### src/rtl/core/slsfp_pkg.sv
// Package for the sync/length/sum frame parser.
// Holds the status codes, register indexes and field widths shared by the core and its checker.
// No dependencies.
`timescale 1ns / 1ps

package slsfp_pkg;

    // Field widths.
    localparam int unsigned BYTE_W   = 8;
    localparam int unsigned OFFSET_W = 9;
    localparam int unsigned STATUS_W = 2;
    localparam int unsigned TDATA_W  = 24;

    // Per-byte parse status codes.
    localparam logic [STATUS_W-1:0] STATUS_BUSY  = 2'd0;
    localparam logic [STATUS_W-1:0] STATUS_DONE  = 2'd1;
    localparam logic [STATUS_W-1:0] STATUS_ERROR = 2'd2;

    // Configuration register indexes.
    localparam logic CFG_IDX_FIRST_SYNC  = 1'b0;
    localparam logic CFG_IDX_SECOND_SYNC = 1'b1;

    // Reset values of the sync byte registers.
    localparam logic [BYTE_W-1:0] FIRST_SYNC_RESET  = 8'hA5;
    localparam logic [BYTE_W-1:0] SECOND_SYNC_RESET = 8'h5A;

    // Largest offset a frame byte can have (length 255 plus two sync bytes).
    localparam logic [OFFSET_W-1:0] MAX_OFFSET = 9'd257;

endpackage

### src/rtl/core/sync_length_sum_frame_parser_core.sv
// Serial frame parser: two sync bytes, a length byte, body bytes and an additive checksum.
// Depends on slsfp_pkg for status codes, register indexes and widths.
//
// Usage:
//   Received bytes enter on the s_ stream channel, one byte per transaction, with the
//   restart flag in s_tuser. Every accepted byte produces exactly one result transaction
//   on the m_ channel: the parse status in m_tuser and the byte offset and echoed byte
//   in m_tdata.
//   An accepted byte waits in the input register; the parse step then writes the result
//   register behind m_tvalid. Throughput is one byte per cycle while results are taken;
//   the parse step is one compare and one 8-bit add on the input register. The input
//   register takes a new byte while a result waits, so one byte can be buffered during
//   a stall. When the result stays stalled, the input register holds and s_tready drops
//   until the result is taken. The user must write the two sync byte values through the
//   cfg_ port only while the block is idle; the block does not enforce it.
//   A synchronous active-low reset empties both registers, returns the parser to
//   hunting for the first sync byte and restores the sync values to 0xA5 and 0x5A.
`timescale 1ns / 1ps

module sync_length_sum_frame_parser_core (
    input  logic        aclk,
    input  logic        aresetn,
    // Configuration write port
    input  logic        cfg_wr_en,
    input  logic        cfg_wr_index,
    input  logic [7:0]  cfg_wr_data,
    // Input byte stream
    input  logic        s_tvalid,
    output logic        s_tready,
    input  logic [7:0]  s_tdata,      // [7:0] rx_byte
    input  logic [0:0]  s_tuser,      // [0] restart
    // Result stream
    output logic        m_tvalid,
    input  logic        m_tready,
    output logic [23:0] m_tdata,      // [8:0] byte_offset, [16:9] echoed_byte, [23:17] zero
    output logic [1:0]  m_tuser       // [1:0] parse_status
);

    typedef enum logic [1:0] {
        PH_HUNT  = 2'd0,
        PH_SYNC2 = 2'd1,
        PH_LEN   = 2'd2,
        PH_BODY  = 2'd3
    } phase_t;

    // Configuration registers
    logic [slsfp_pkg::BYTE_W-1:0]   first_sync_reg;
    logic [slsfp_pkg::BYTE_W-1:0]   second_sync_reg;

    // Input register
    logic                           in_valid_reg;
    logic [slsfp_pkg::BYTE_W-1:0]   in_byte_reg;
    logic                           in_restart_reg;

    // Parser state
    phase_t                         phase_reg;
    phase_t                         phase_next;
    logic [slsfp_pkg::BYTE_W-1:0]   sum_reg;
    logic [slsfp_pkg::BYTE_W-1:0]   sum_next;
    logic [slsfp_pkg::BYTE_W-1:0]   len_reg;
    logic [slsfp_pkg::BYTE_W-1:0]   len_next;
    logic [slsfp_pkg::OFFSET_W-1:0] pos_reg;
    logic [slsfp_pkg::OFFSET_W-1:0] pos_next;

    // Result register
    logic                           out_valid_reg;
    logic [slsfp_pkg::STATUS_W-1:0] out_status_reg;
    logic [slsfp_pkg::STATUS_W-1:0] out_status_next;
    logic [slsfp_pkg::OFFSET_W-1:0] out_offset_reg;
    logic [slsfp_pkg::OFFSET_W-1:0] out_offset_next;
    logic [slsfp_pkg::BYTE_W-1:0]   out_byte_reg;

    logic                           advance;
    phase_t                         cur_phase;
    logic [slsfp_pkg::OFFSET_W-1:0] cur_pos;
    logic [slsfp_pkg::OFFSET_W-1:0] last_pos;

    // The parse step runs when the input register holds a byte and the result slot frees.
    assign advance  = in_valid_reg && (!out_valid_reg || m_tready);
    assign s_tready = !in_valid_reg || advance;

    assign m_tvalid = out_valid_reg;
    assign m_tdata  = {7'd0, out_byte_reg, out_offset_reg};
    assign m_tuser  = out_status_reg;

    // Configuration writes.
    always_ff @(posedge aclk) begin
        if (!aresetn) begin
            first_sync_reg  <= slsfp_pkg::FIRST_SYNC_RESET;
            second_sync_reg <= slsfp_pkg::SECOND_SYNC_RESET;
        end else if (cfg_wr_en) begin
            if (cfg_wr_index == slsfp_pkg::CFG_IDX_FIRST_SYNC) begin
                first_sync_reg <= cfg_wr_data;
            end
            if (cfg_wr_index == slsfp_pkg::CFG_IDX_SECOND_SYNC) begin
                second_sync_reg <= cfg_wr_data;
            end
        end
    end

    // A restart drops the partial frame and judges this byte as offset zero.
    assign cur_phase = in_restart_reg ? PH_HUNT : phase_reg;
    assign cur_pos   = in_restart_reg ? '0 : pos_reg;
    assign last_pos  = slsfp_pkg::OFFSET_W'(len_reg) + slsfp_pkg::OFFSET_W'(2);

    // One parse step on the byte in the input register.
    always_comb begin
        phase_next      = cur_phase;
        pos_next        = cur_pos;
        sum_next        = sum_reg;
        len_next        = len_reg;
        out_status_next = slsfp_pkg::STATUS_BUSY;
        out_offset_next = cur_pos;
        case (cur_phase)
            PH_HUNT: begin
                out_offset_next = slsfp_pkg::OFFSET_W'(0);
                if (in_byte_reg == first_sync_reg) begin
                    phase_next = PH_SYNC2;
                    pos_next   = slsfp_pkg::OFFSET_W'(1);
                end else begin
                    out_status_next = slsfp_pkg::STATUS_ERROR;
                    phase_next      = PH_HUNT;
                    pos_next        = '0;
                end
            end
            PH_SYNC2: begin
                out_offset_next = slsfp_pkg::OFFSET_W'(1);
                if (in_byte_reg == second_sync_reg) begin
                    phase_next = PH_LEN;
                    pos_next   = slsfp_pkg::OFFSET_W'(2);
                end else begin
                    out_status_next = slsfp_pkg::STATUS_ERROR;
                    phase_next      = PH_HUNT;
                    pos_next        = '0;
                end
            end
            PH_LEN: begin
                out_offset_next = slsfp_pkg::OFFSET_W'(2);
                len_next        = in_byte_reg;
                sum_next        = in_byte_reg;
                if (in_byte_reg == '0) begin
                    // An empty frame completes on its length byte.
                    out_status_next = slsfp_pkg::STATUS_DONE;
                    phase_next      = PH_HUNT;
                    pos_next        = '0;
                end else begin
                    phase_next = PH_BODY;
                    pos_next   = slsfp_pkg::OFFSET_W'(3);
                end
            end
            PH_BODY: begin
                if (cur_pos >= last_pos) begin
                    // Checksum byte: compare against the running sum.
                    out_status_next = (sum_reg == in_byte_reg) ? slsfp_pkg::STATUS_DONE
                                                               : slsfp_pkg::STATUS_ERROR;
                    phase_next      = PH_HUNT;
                    pos_next        = '0;
                end else begin
                    sum_next = sum_reg + in_byte_reg;
                    pos_next = cur_pos + slsfp_pkg::OFFSET_W'(1);
                end
            end
            default: begin
                phase_next = PH_HUNT;
                pos_next   = '0;
            end
        endcase
    end

    // Input register, parser state and result register.
    always_ff @(posedge aclk) begin
        if (!aresetn) begin
            in_valid_reg  <= 1'b0;
            out_valid_reg <= 1'b0;
            phase_reg     <= PH_HUNT;
            sum_reg       <= '0;
            len_reg       <= '0;
            pos_reg       <= '0;
        end else begin
            if (s_tvalid && s_tready) begin
                in_valid_reg   <= 1'b1;
                in_byte_reg    <= s_tdata;
                in_restart_reg <= s_tuser[0];
            end else if (advance) begin
                in_valid_reg <= 1'b0;
            end

            if (advance) begin
                phase_reg      <= phase_next;
                sum_reg        <= sum_next;
                len_reg        <= len_next;
                pos_reg        <= pos_next;
                out_valid_reg  <= 1'b1;
                out_status_reg <= out_status_next;
                out_offset_reg <= out_offset_next;
                out_byte_reg   <= in_byte_reg;
            end else if (m_tready) begin
                out_valid_reg <= 1'b0;
            end
        end
    end

endmodule

### config.mk
export PLATFORM = sky130hd
export DESIGN_NAME = sync_length_sum_frame_parser_core
export DESIGN_NICKNAME = d
export VERILOG_FILES = /design/src/rtl/core/slsfp_pkg.sv /design/src/rtl/core/sync_length_sum_frame_parser_core.sv
export SDC_FILE = /design/constraint.sdc
export NUM_CORES = 1
export LEC_CHECK = 0
export BUFFER_PORTS_ARGS = -buffer_cell sky130_fd_sc_hd__buf_2
export CORE_ASPECT_RATIO = 0.75
export CORE_UTILIZATION = 45
export CTS_BUF_LIST = sky130_fd_sc_hd__clkbuf_16
export DETAILED_ROUTE_END_ITERATION = 8
export PLACE_DENSITY = 0.76
export SYNTH_ARGS = -nofsm -noshare
export SYNTH_HDL_FRONTEND = slang
export SYNTH_SLANG_ARGS = --single-unit
### constraint.sdc
create_clock -name aclk -period 3.25 [get_ports aclk]
set_clock_uncertainty 0.2 [all_clocks]
set_input_delay 0.1625 -clock aclk [delete_from_list [all_inputs] [get_ports aclk]]
set_output_delay 0.1625 -clock aclk [all_outputs]
set_load 0.05 [all_outputs]
==> results of run 1 <==
[layout make-up]
class                      count  area [um2]
fill                         686        3440
timing repair buffer          68         450
multi-input combinational    302        1930
sequential                    73        1740
clock buffer                   9         225
inverter                      10        37.5
tap                          105         131
clock inverter                 7        96.3
[metrics by stage]
step / hold slack (ns) / power [uW]
after detailed placement: 0.141 / 1190
after floorplan: 0.0614 / 1140
after global placement: 0.139 / 1180
after global routing: 0.0885 / 2320
after CTS: 0.0430 / 2250
final: 0.0731 / 2250
[timing repair]
item	in CTS	in global routing
endpoints found under the hold margin	27	0
hold buffers	19	0
setup endpoints to repair	0	0
[critical path, stage by stage (launching register included)]
cell and delay (ns):
sky130_fd_sc_hd__edfxtp_1 0.57, sky130_fd_sc_hd__nor2b_1 0.34, sky130_fd_sc_hd__ha_1 0.31, sky130_fd_sc_hd__a21o_1 0.17, sky130_fd_sc_hd__a31oi_2 0.18, sky130_fd_sc_hd__o311ai_2 0.19
sky130_fd_sc_hd__a211oi_4 0.39, sky130_fd_sc_hd__buf_4 0.24, sky130_fd_sc_hd__nor2_1 0.05, sky130_fd_sc_hd__a211oi_1 0.20
[final timing paths]
kind	endpoint	cells past startpoint
worst min register to register	first_sync_reg[3]	2
worst min-delay path	first_sync_reg[1]	4
worst max register to register	sum_reg[2]	9
worst max-delay path	sum_reg[2]	9
[cell usage after synthesis (2+ instances only)]
| master | instances |
|---|---|
| sky130_fd_sc_hd__nand2_1 | 57 |
| sky130_fd_sc_hd__dfxtp_1 | 45 |
| sky130_fd_sc_hd__edfxtp_1 | 28 |
| sky130_fd_sc_hd__nor2_1 | 28 |
| sky130_fd_sc_hd__nand3_1 | 24 |
| sky130_fd_sc_hd__a21oi_1 | 21 |
| sky130_fd_sc_hd__ha_1 | 18 |
| sky130_fd_sc_hd__o21ai_0 | 17 |
| sky130_fd_sc_hd__xnor2_1 | 14 |
| sky130_fd_sc_hd__nor2b_1 | 12 |
| sky130_fd_sc_hd__xor2_1 | 12 |
| sky130_fd_sc_hd__and3_1 | 11 |
| sky130_fd_sc_hd__mux2i_1 | 10 |
| sky130_fd_sc_hd__clkbuf_1 | 9 |
| sky130_fd_sc_hd__inv_1 | 9 |
| sky130_fd_sc_hd__buf_4 | 7 |
| sky130_fd_sc_hd__a31oi_1 | 6 |
| sky130_fd_sc_hd__nand4_1 | 5 |
| sky130_fd_sc_hd__or3_1 | 5 |
| sky130_fd_sc_hd__a21o_1 | 4 |
| sky130_fd_sc_hd__nand2b_1 | 4 |
| sky130_fd_sc_hd__nor4_1 | 4 |
| sky130_fd_sc_hd__and2_1 | 3 |
| sky130_fd_sc_hd__buf_2 | 3 |
| sky130_fd_sc_hd__buf_6 | 3 |
| sky130_fd_sc_hd__nor3_1 | 3 |
| sky130_fd_sc_hd__nor3b_1 | 3 |
| sky130_fd_sc_hd__a311oi_1 | 2 |
| sky130_fd_sc_hd__and4_1 | 2 |
| sky130_fd_sc_hd__buf_1 | 2 |
| sky130_fd_sc_hd__nand2b_4 | 2 |
| sky130_fd_sc_hd__o21a_1 | 2 |
| sky130_fd_sc_hd__o2bb2ai_1 | 2 |
[cell families after synthesis]
kind of cell             count (synthesis)  share of synthesized area
AND/OR/NAND/NOR                        174                      0.233
flip-flops                              73                      0.454
AO/OA/AOI/OAI                           66                      0.115
buffers and inverters                   35                     0.0483
XOR/XNOR                                26                     0.0593
adder cells (fa/ha/maj)                 19                     0.0639
multiplexers                            10                     0.0261
other                                    1                   0.000977
[per-layer routing]
layer,vias to the layer above,global-route usage,part of all wire
met5,-,0,0
met4,0,0.0730,0.011
met3,11,0.0611,0.079
met2,138,0.384,0.46
met1,1501,0.286,0.45
li1,1537,-,-
[power by group]
group / total, uW / internal, uW / leakage (uW) / switching [uW]
Combinational: 187 / 66.0 / 0.00111 / 121
Clock: 1060 / 671 / 0.000153 / 386
Sequential: 1010 / 977 / 0.000612 / 29.4
==> out/summary.log, run 1 <==
INFO  place          place_hpwl=6.35mm
INFO  die            core_area=8060um2
INFO  die            floorplan.initialDensity=0.476
INFO  sta            rsz0062_at_grt=no
INFO  synthesis      post_synthesis_area_per_instance=9.50um2
INFO  synthesis      async_flop_share=0
INFO  sta            final.period_utilization=0.908
INFO  synthesis      yosysSeqAreaShare=0.454
INFO  cts            cells_resized_by_post_cts_repair=0
INFO  critical_path  critical_path.max_fanout=14
INFO  synthesis      synthesis.instances=404
INFO  global_route   global_route.overflow_total=0
INFO  route          drc=0
INFO  final_layout   antennaDiodeCount=0
INFO  sta            setup_violations=0
INFO  synthesis      synth_top_cells_by_area=sky130_fd_sc_hd__dfxtp_1 (23%), sky130_fd_sc_hd__edfxtp_1 (22%), sky130_fd_sc_hd__ha_1 (5.9%)
INFO  route          wire_length_after_detailed_routing=9.37mm
INFO  flow_run       max_cap_viol_count=0
INFO  final_layout   layout-area-overhead-vs-synth=20.3%
INFO  cts            cts.sink_count=73
INFO  synthesis      synth.distinct_cells=60
INFO  die            fp.dieArea=8900um2
INFO  synthesis      yosysWarningCount=0
INFO  route          firstDrtPassIters=5
INFO  place          placed_cells=539
INFO  synthesis      ys_dominant_reg_cell=sky130_fd_sc_hd__dfxtp_1
INFO  hold_path      worstHoldPathType=input pin to register
INFO  route          post_drt_via_cell_ratio=5.55
INFO  cts            worstSkewPairLatency=0.34ns
INFO  route          route.detailed.wl_per_inst=16.3um
INFO  die            placement_rows=28
INFO  sta            final.setup.tns=0ns
INFO  final_layout   nets=506
INFO  synthesis      proportion_of_netlist_area_held_by_the_largest_area_contributor=0.235
INFO  synthesis      post_syn_area=3840um2
INFO  global_route   grt_usage=0.228
INFO  synthesis      synth.largest_area_cell=sky130_fd_sc_hd__dfxtp_1
INFO  cts            htreeDepth=3
INFO  place          placed_cell_area=4100um2
INFO  final_layout   drive_above_1_share=0.164
INFO  final_layout   finish.instance_area=4620um2
INFO  route          antenna_left=0
INFO  die            die_width=109um
INFO  cts            cts_tree=built
INFO  global_route   wire_length_of_the_first_global_routing_pass=15.2mm
INFO  critical_path  critPathKind=register to register
INFO  place          placement.io_buffers=43
INFO  critical_path  timing.critical_path.from=in_restart_reg
INFO  final_layout   layout_commonest_cell=sky130_fd_sc_hd__nand2_1
INFO  sta            finalHoldViolCount=0
INFO  route          drt_iter0_markers=256
INFO  route          route.vias.total=3,187
INFO  final_layout   finalNonFillerCells=574
INFO  place          place_ws=0.349ns
INFO  global_route   grt_pass1_vias=3,095
INFO  die            floorplan.die.height=82.0um
INFO  global_route   grt_max_degree=28
INFO  synthesis      number_of_enable_type_register_cells_in_the_synthesized_netlist=28
INFO  cts            root_buffer=sky130_fd_sc_hd__clkbuf_16
INFO  critical_path  critical_path.startpoint_type=register
INFO  cts            cts.reportedPaths.clkPinSlew=0.06ns
INFO  cts            clock_tree_buffer_depth=2
INFO  power_and_ir_drop max_rail_drop_vdd=301uV
INFO  sta            timing.max_slew.rel_slack=0.586
INFO  power_and_ir_drop power.static_leakage=0.00188uW
INFO  sta            final_max_slew_viol_count=0
INFO  sta            fmaxAchievable=0.339GHz
INFO  cts            cts_setup_buffers=0
INFO  final_layout   finalCoreUtilization=0.573
INFO  final_layout   final_cell_mix=sky130_fd_sc_hd__nand2_1 (57), sky130_fd_sc_hd__dfxtp_1 (45), sky130_fd_sc_hd__buf_2 (43), sky130_fd_sc_hd__nor2_1 (28), sky130_fd_sc_hd__edfxtp_1 (28)
INFO  place          finalWeightedCongestion=0.896
INFO  critical_path  critical_path_required=3.29ns
INFO  critical_path  endpoint_kind=register
INFO  sta            period_minus_slack=2.95ns
INFO  global_route   grt_antenna_before_repair=0
INFO  critical_path  regToRegStartpoint=in_restart_reg
INFO  synthesis      synth_seq_cells=73
INFO  hold_path      holdCritStartpoint=cfg_wr_index
INFO  die            io_pins=51
INFO  critical_path  worst_ep_arrival_time=2.99ns
INFO  power_and_ir_drop powerDensity=487nW/um2
INFO  sta            final.setup.worst_slack=0.300ns
INFO  cts            cts_buffers=9
INFO  sta            tightestPinTransition=0.619ns
INFO  critical_path  reg2reg_slack=0.30ns
INFO  run_status     outcome=finished, final reports clean
Power figures use the tool's default switching activity.
==> run 2, diff against run 1 <==
==> constraint.sdc (replaced) <==
create_clock -name aclk -period 3.25 [get_ports aclk]
set_clock_uncertainty 0.2 [all_clocks]
set_input_delay 0.975 -clock aclk [delete_from_list [all_inputs] [get_ports aclk]]
set_output_delay 0.975 -clock aclk [all_outputs]
set_load 0.05 [all_outputs]
==> run 2 against run 1 <==
Die area unchanged; routed wire length down 4.2%; register-to-register slack worse by 0.10 ns; sequential power about the same; sequential cell count unchanged; combinational power down 11%; largest power group unchanged; total power up 1.2%; maximum frequency down 3.3%; critical path depth unchanged; critical endpoint is now sum_reg[4].
==> out/summary.log, run 2 (synthesis results as in run 1) <==
INFO  sta            final_max_slew_viol_count=0 [unchanged]
INFO  global_route   grt_pass1_vias=3,030 [-2.1%]
INFO  global_route   grt_max_degree=28 [unchanged]
INFO  flow_run       max_cap_viol_count=0 [unchanged]
INFO  cts            cts_tree=built
INFO  route          drt_iter0_markers=142 [-45%]
INFO  place          place_hpwl=6.52mm [+2.6%]
INFO  sta            worst_hold_slack_across_all_endpoints=0.273ns [+0.200 ns]
INFO  final_layout   finish.instance_area=4440um2 [-3.7%]
INFO  critical_path  critical_path.startpoint_type=register
INFO  critical_path  critical_path.cell_chain=nor2b_1 > ha_1 > a21o_1 > a31oi_2 > o311ai_2 > a211oi_4 > buf_4 > nor2_1 > a311oi_1
INFO  global_route   grt_antenna_before_repair=0 [unchanged]
INFO  critical_path  worst_r2r_path_depth=9 [unchanged]
INFO  cts            htreeDepth=3 [unchanged]
INFO  cts            root_buffer=sky130_fd_sc_hd__clkbuf_16
INFO  sta            final.setup.tns=0ns [unchanged]
INFO  final_layout   final_cell_mix=sky130_fd_sc_hd__nand2_1 (57), sky130_fd_sc_hd__dfxtp_1 (45), sky130_fd_sc_hd__buf_2 (43), sky130_fd_sc_hd__nor2_1 (28), sky130_fd_sc_hd__edfxtp_1 (28)
INFO  global_route   grt_usage=0.226 [-0.00246]
INFO  cts            cts_setup_buffers=0 [unchanged]
INFO  power_and_ir_drop powerDensity=512nW/um2 [+5.1%]
INFO  place          placed_cell_area=4110um2 [+0.18%]
INFO  critical_path  crit_path_max_incr_delay=0.53ns [-0.04 ns]
INFO  sta            final.setup.worst_slack=0.200ns [-0.100 ns]
INFO  sta            fmaxAchievable=0.328GHz [-3.3%]
INFO  place          place_ws=0.261ns [-0.0878 ns]
INFO  die            floorplan.initialDensity=0.476 [unchanged]
INFO  sta            finalHoldViolCount=0 [unchanged]
INFO  die            io_pins=51 [unchanged]
INFO  die            core_area=8060um2 [unchanged]
INFO  place          finalWeightedCongestion=0.858 [-4.3%]
INFO  critical_path  critical-path-slowest-cell=sky130_fd_sc_hd__edfxtp_1
INFO  route          wire_length_after_detailed_routing=8.98mm [-4.2%]
INFO  final_layout   filler_cells=726 [+5.8%]
INFO  place          placement.io_buffers=43 [unchanged]
INFO  route          route.vias.total=3,072 [-3.6%]
INFO  cts            cts.sink_count=73 [unchanged]
INFO  cts            clock_tree_buffer_depth=2 [unchanged]
INFO  final_layout   antennaDiodeCount=0 [unchanged]
INFO  power_and_ir_drop power.total=2280uW [+1.2%]
INFO  cts            cts_hold_fix_bufs=0 [-19]
INFO  route          route.detailed.wl_per_inst=16.2um [-0.88%]
INFO  sta            timing.max_slew.rel_slack=0.631 [+0.0445]
INFO  power_and_ir_drop max_rail_drop_vdd=293uV [-2.8%]
INFO  die            floorplan.die.height=82.0um [unchanged]
INFO  die            fp.dieArea=8900um2 [unchanged]
INFO  critical_path  worst_ep_arrival_time=3.08ns [+0.09 ns]
INFO  hold_path      timing.hold.worst_path_depth=2 [-2]
INFO  run_status     outcome=finished, final reports clean
INFO  sta            setup_violations=0 [unchanged]
INFO  route          antenna_left=0 [unchanged]
INFO  critical_path  critPathKind=register to register
INFO  die            placement_rows=28 [unchanged]
INFO  power_and_ir_drop power.static_leakage=0.00181uW [-3.5%]
INFO  die            die_width=109um [unchanged]
INFO  sta            final.period_utilization=0.938 [+0.0308]
INFO  critical_path  critical_path.max_fanout=13 [-1]
INFO  critical_path  endpoint_kind=register
INFO  cts            cts_buffers=9 [unchanged]
INFO  route          post_drt_via_cell_ratio=5.54 [-0.31%]
INFO  cts            cells_resized_by_post_cts_repair=0 [unchanged]
INFO  global_route   global_route.overflow_total=0 [unchanged]
INFO  critical_path  critical_path_required=3.28ns [about the same]
INFO  sta            tightestPinTransition=0.549ns [-0.0705 ns]
INFO  final_layout   layout_commonest_cell=sky130_fd_sc_hd__nand2_1
INFO  final_layout   layout-area-overhead-vs-synth=15.8%
INFO  route          firstDrtPassIters=5 [unchanged]
INFO  final_layout   nets=488 [-3.6%]
INFO  hold_path      worstHoldPathType=register to register
INFO  global_route   wire_length_of_the_first_global_routing_pass=15.0mm [-1.1%]
INFO  sta            rsz0062_at_grt=no
INFO  cts            cts.reportedPaths.clkPinSlew=0.06ns [about the same]
INFO  final_layout   drive_above_1_share=0.171 [+0.00693]
INFO  sta            period_minus_slack=3.05ns [+0.100 ns]
INFO  route          drc=0 [unchanged]
INFO  cts            worstSkewPairLatency=0.33ns [about the same]
-- run 2: critical path: cells and delay by family, from the launching register on --
| family | cells | cell delay [ns] |
|---|---|---|
| AND/OR/NAND/NOR | 2 | 0.46 |
| flip-flops | 1 | 0.53 |
| buffers and inverters | 1 | 0.25 |
| AO/OA/AOI/OAI | 5 | 1.18 |
| adder cells (fa/ha/maj) | 1 | 0.33 |
-- run 2: final cells by class --
cell class | count | area (um2) | share of cell area
clock buffer | 9 | 225 | 0.0507
clock inverter | 6 | 108 | 0.0242
inverter | 10 | 37.5 | 0.00845
multi-input combinational | 302 | 1930 | 0.435
sequential | 73 | 1740 | 0.392
tap | 105 | 131 | 0.0296
timing repair buffer | 50 | 268 | 0.0602
-- run 2: where the power goes --
part           internal, uW  switching [uW]
sequential              977            29.1
combinational          51.6             115
clock                   742             362
-- run 2: path summary, 6_finish.rpt --
kind / to / start / slack (ns)
max: sum_reg[4] / in_restart_reg / 0.20
min: first_sync_reg[4] / first_sync_reg[4] / 0.27
max reg2reg: sum_reg[4] / in_restart_reg / 0.20
min reg2reg: first_sync_reg[4] / first_sync_reg[4] / 0.27
-- run 2: per-stage QoR --
step | cells | utilization
6_report | 555 | 0.552
5_1_grt | 555 | 0.552
4_1_cts | 555 | 0.552
3_5_place_dp | 540 | 0.510
3_3_place_gp | 540 | 0.510
2_1_floorplan | 410 | -
-- run 2: metal layers --
layer,routed length (um),vias to the layer above,global-route usage
met4,97,0,0.0730
met1,4270,1446,0.298
met2,3920,109,0.358
met3,686,10,0.0619
li1,-,1507,-
met5,0,-,0
==> run 3, diff against run 2 <==
--- a/config.mk
+++ b/config.mk
@@ -11,6 +11,8 @@
 export CTS_BUF_LIST = sky130_fd_sc_hd__clkbuf_16
 export DETAILED_ROUTE_END_ITERATION = 8
 export PLACE_DENSITY = 0.76
+export RECOVER_POWER = 100
+export SLEW_MARGIN = 5
 export SYNTH_ARGS = -nofsm -noshare
 export SYNTH_HDL_FRONTEND = slang
 export SYNTH_SLANG_ARGS = --single-unit
==> run 3 against run 2 <==
Maximum frequency shrank 0.51%; core utilization shrank 0.93 points; total power shrank 0.17%; combinational power shrank 4%.
==> out/summary.log, run 3 (synthesis results as in run 1) <==
INFO  sta            tightestPinTransition=1.36ns [+0.812 ns]
INFO  final_layout   layout-area-overhead-vs-synth=13.9%
INFO  route          post_drt_via_cell_ratio=5.55 [+0.33%]
INFO  route          route.detailed.wl_per_inst=16.2um [+0.23%]
INFO  sta            setup_violations=0 [unchanged]
INFO  final_layout   filler_cells=746 [+2.8%]
INFO  route          firstDrtPassIters=5 [unchanged]
INFO  sta            worst_hold_slack_across_all_endpoints=0.273ns [-0.0000550 ns]
INFO  die            core_area=8060um2 [unchanged]
INFO  global_route   gr-usage-met2=0.358 [unchanged]
INFO  hold_path      holdCritStartpoint=first_sync_reg[4]
INFO  final_layout   drive_above_1_share=0.0956 [-0.0756]
INFO  power_and_ir_drop powerDensity=520nW/um2 [+1.5%]
INFO  sta            timing.max_slew.rel_slack=0.0925 [-0.538]
INFO  critical_path  worst_r2r_path_depth=9 [unchanged]
INFO  cts            cts_hold_fix_bufs=0 [unchanged]
INFO  critical_path  critical_path.max_fanout=13 [unchanged]
INFO  global_route   grt_use_met3=0.0619 [unchanged]
INFO  die            io_pins=51 [unchanged]
INFO  cts            htreeDepth=3 [unchanged]
INFO  route          drc=0 [unchanged]
INFO  cts            cts.sink_count=73 [unchanged]
INFO  cts            cts_tree=built
INFO  die            floorplan.initialDensity=0.476 [unchanged]
INFO  cts            cts_buffers=9 [unchanged]
INFO  global_route   grt_pass1_vias=3,030 [unchanged]
INFO  critical_path  worst_ep_arrival_time=3.08ns [about the same]
INFO  critical_path  timing.rr.end=sum_reg[4]
INFO  final_layout   multi_input_area=1900um2 [-1.5%]
INFO  final_layout   register_area=1740um2 [unchanged]
INFO  sta            final.setup.tns=0ns [unchanged]
INFO  place          placement.io_buffers=43 [unchanged]
INFO  critical_path  timing.critical_path.from=in_restart_reg
INFO  place          finalWeightedCongestion=0.858 [unchanged]
INFO  global_route   grt_antenna_before_repair=0 [unchanged]
INFO  critical_path  endpoint_kind=register
INFO  global_route   wire_length_of_the_first_global_routing_pass=15.0mm [unchanged]
INFO  sta            final_max_slew_viol_count=0 [unchanged]
INFO  run_status     outcome=finished, final reports clean
INFO  die            placement_rows=28 [unchanged]
INFO  final_layout   antennaDiodeCount=0 [unchanged]
INFO  hold_path      worstHoldPathType=register to register
INFO  route          drt_iter0_markers=145 [+2.1%]
INFO  critical_path  reg2reg_slack=0.18ns [-0.02 ns]
INFO  sta            period_minus_slack=3.07ns [+0.0156 ns]
INFO  final_layout   final_cell_mix=sky130_fd_sc_hd__nand2_1 (57), sky130_fd_sc_hd__dfxtp_1 (45), sky130_fd_sc_hd__clkbuf_1 (29), sky130_fd_sc_hd__nor2_1 (28), sky130_fd_sc_hd__edfxtp_1 (28)
INFO  die            fp.dieArea=8900um2 [unchanged]
INFO  cts            cts.reportedPaths.clkPinSlew=0.06ns [about the same]
INFO  global_route   global_route.overflow_total=0 [unchanged]
INFO  critical_path  regToRegStartpoint=in_restart_reg
INFO  flow_run       max_cap_viol_count=0 [unchanged]
INFO  critical_path  critical_path.startpoint_type=register
INFO  cts            root_buffer=sky130_fd_sc_hd__clkbuf_16
INFO  die            die_width=109um [unchanged]
INFO  cts            clock_tree_buffer_depth=2 [unchanged]
INFO  global_route   grt-busiest-layer=met2
INFO  global_route   grt_max_degree=28 [unchanged]
INFO  power_and_ir_drop power.static_leakage=0.00173uW [-4.5%]
INFO  sta            finalHoldViolCount=0 [unchanged]
INFO  sta            fmaxAchievable=0.326GHz [-0.51%]
INFO  cts            cells_resized_by_post_cts_repair=0 [unchanged]
INFO  critical_path  critical_path_required=3.27ns [about the same]
INFO  power_and_ir_drop max_rail_drop_vdd=293uV [about the same]
INFO  route          wire_length_after_detailed_routing=9.00mm [+0.23%]
INFO  global_route   grt_usage=0.226 [unchanged]
INFO  global_route   grt_util_met1=0.298 [unchanged]
INFO  die            floorplan.die.height=82.0um [unchanged]
INFO  place          place_hpwl=6.52mm [unchanged]
INFO  hold_path      timing.hold.worst_path_depth=2 [unchanged]
INFO  sta            final.period_utilization=0.943 [+0.00479]
INFO  sta            rsz0062_at_grt=no
INFO  hold_path      hold_path_end=first_sync_reg[4]
INFO  route          route.vias.total=3,082 [+0.33%]
INFO  critical_path  critPathKind=register to register
INFO  route          antenna_left=0 [unchanged]
INFO  final_layout   layout_commonest_cell=sky130_fd_sc_hd__nand2_1
INFO  cts            cts_setup_buffers=0 [unchanged]
INFO  cts            worstSkewPairLatency=0.33ns [about the same]
INFO  final_layout   nets=488 [unchanged]
run 3: cell type report:
| cell class | count | share of cell area |
|---|---|---|
| Clock inverter | 6 | 0.0246 |
| Inverter | 10 | 0.00859 |
| Multi-Input combinational cell | 302 | 0.436 |
| Tap cell | 105 | 0.0301 |
| Sequential cell | 73 | 0.399 |
| Timing Repair Buffer | 50 | 0.0507 |
| Clock buffer | 9 | 0.0515 |
run 3: worst max path at each step:
stage	to	slack, ns	cells after the start
after global placement	sum_reg[4]	0.45	9
after detailed placement	sum_reg[4]	0.26	9
after global routing	sum_reg[4]	0.03	9
final	sum_reg[4]	0.18	9
after CTS	sum_reg[4]	0.26	9
after floorplan	pos_reg[6]	0.15	8
run 3: layer usage:
layer | wire length, um | vias up
met4 | 98 | 0
met5 | 0 | -
met1 | 4310 | 1461
li1 | - | 1502
met3 | 622 | 10
met2 | 3970 | 109
run 3: worst max-delay path, cell delays in order, from the launching register on:
cell	delay [ns]
sky130_fd_sc_hd__edfxtp_1	0.53
sky130_fd_sc_hd__nor2b_1	0.40
sky130_fd_sc_hd__ha_1	0.33
sky130_fd_sc_hd__a21o_1	0.17
sky130_fd_sc_hd__a31oi_2	0.19
sky130_fd_sc_hd__o311ai_2	0.19
sky130_fd_sc_hd__a211oi_4	0.35
sky130_fd_sc_hd__buf_4	0.25
sky130_fd_sc_hd__nor2_1	0.06
sky130_fd_sc_hd__a311oi_1	0.28
run 3: report_power, final:
group          switching, uW  total [uW]  internal [uW]
clock network            365        1110            742
logic                    114         160           45.3
registers               28.8        1010            977
total                    509        2270           1760
run 3: per-stage QoR:
stage          setup slack, ns  instances  power [uW]  instance area [um2]   util
4_1_cts                  0.263        555        2290                 4440  0.552
3_5_place_dp             0.261        540        1190                 4110  0.510
6_report                 0.185        555        2270                 4370  0.542
2_1_floorplan            0.149        410        1140                 3860      -
5_1_grt                 0.0308        555        2340                 4370  0.542
3_3_place_gp             0.445        540        1180                 4110  0.510
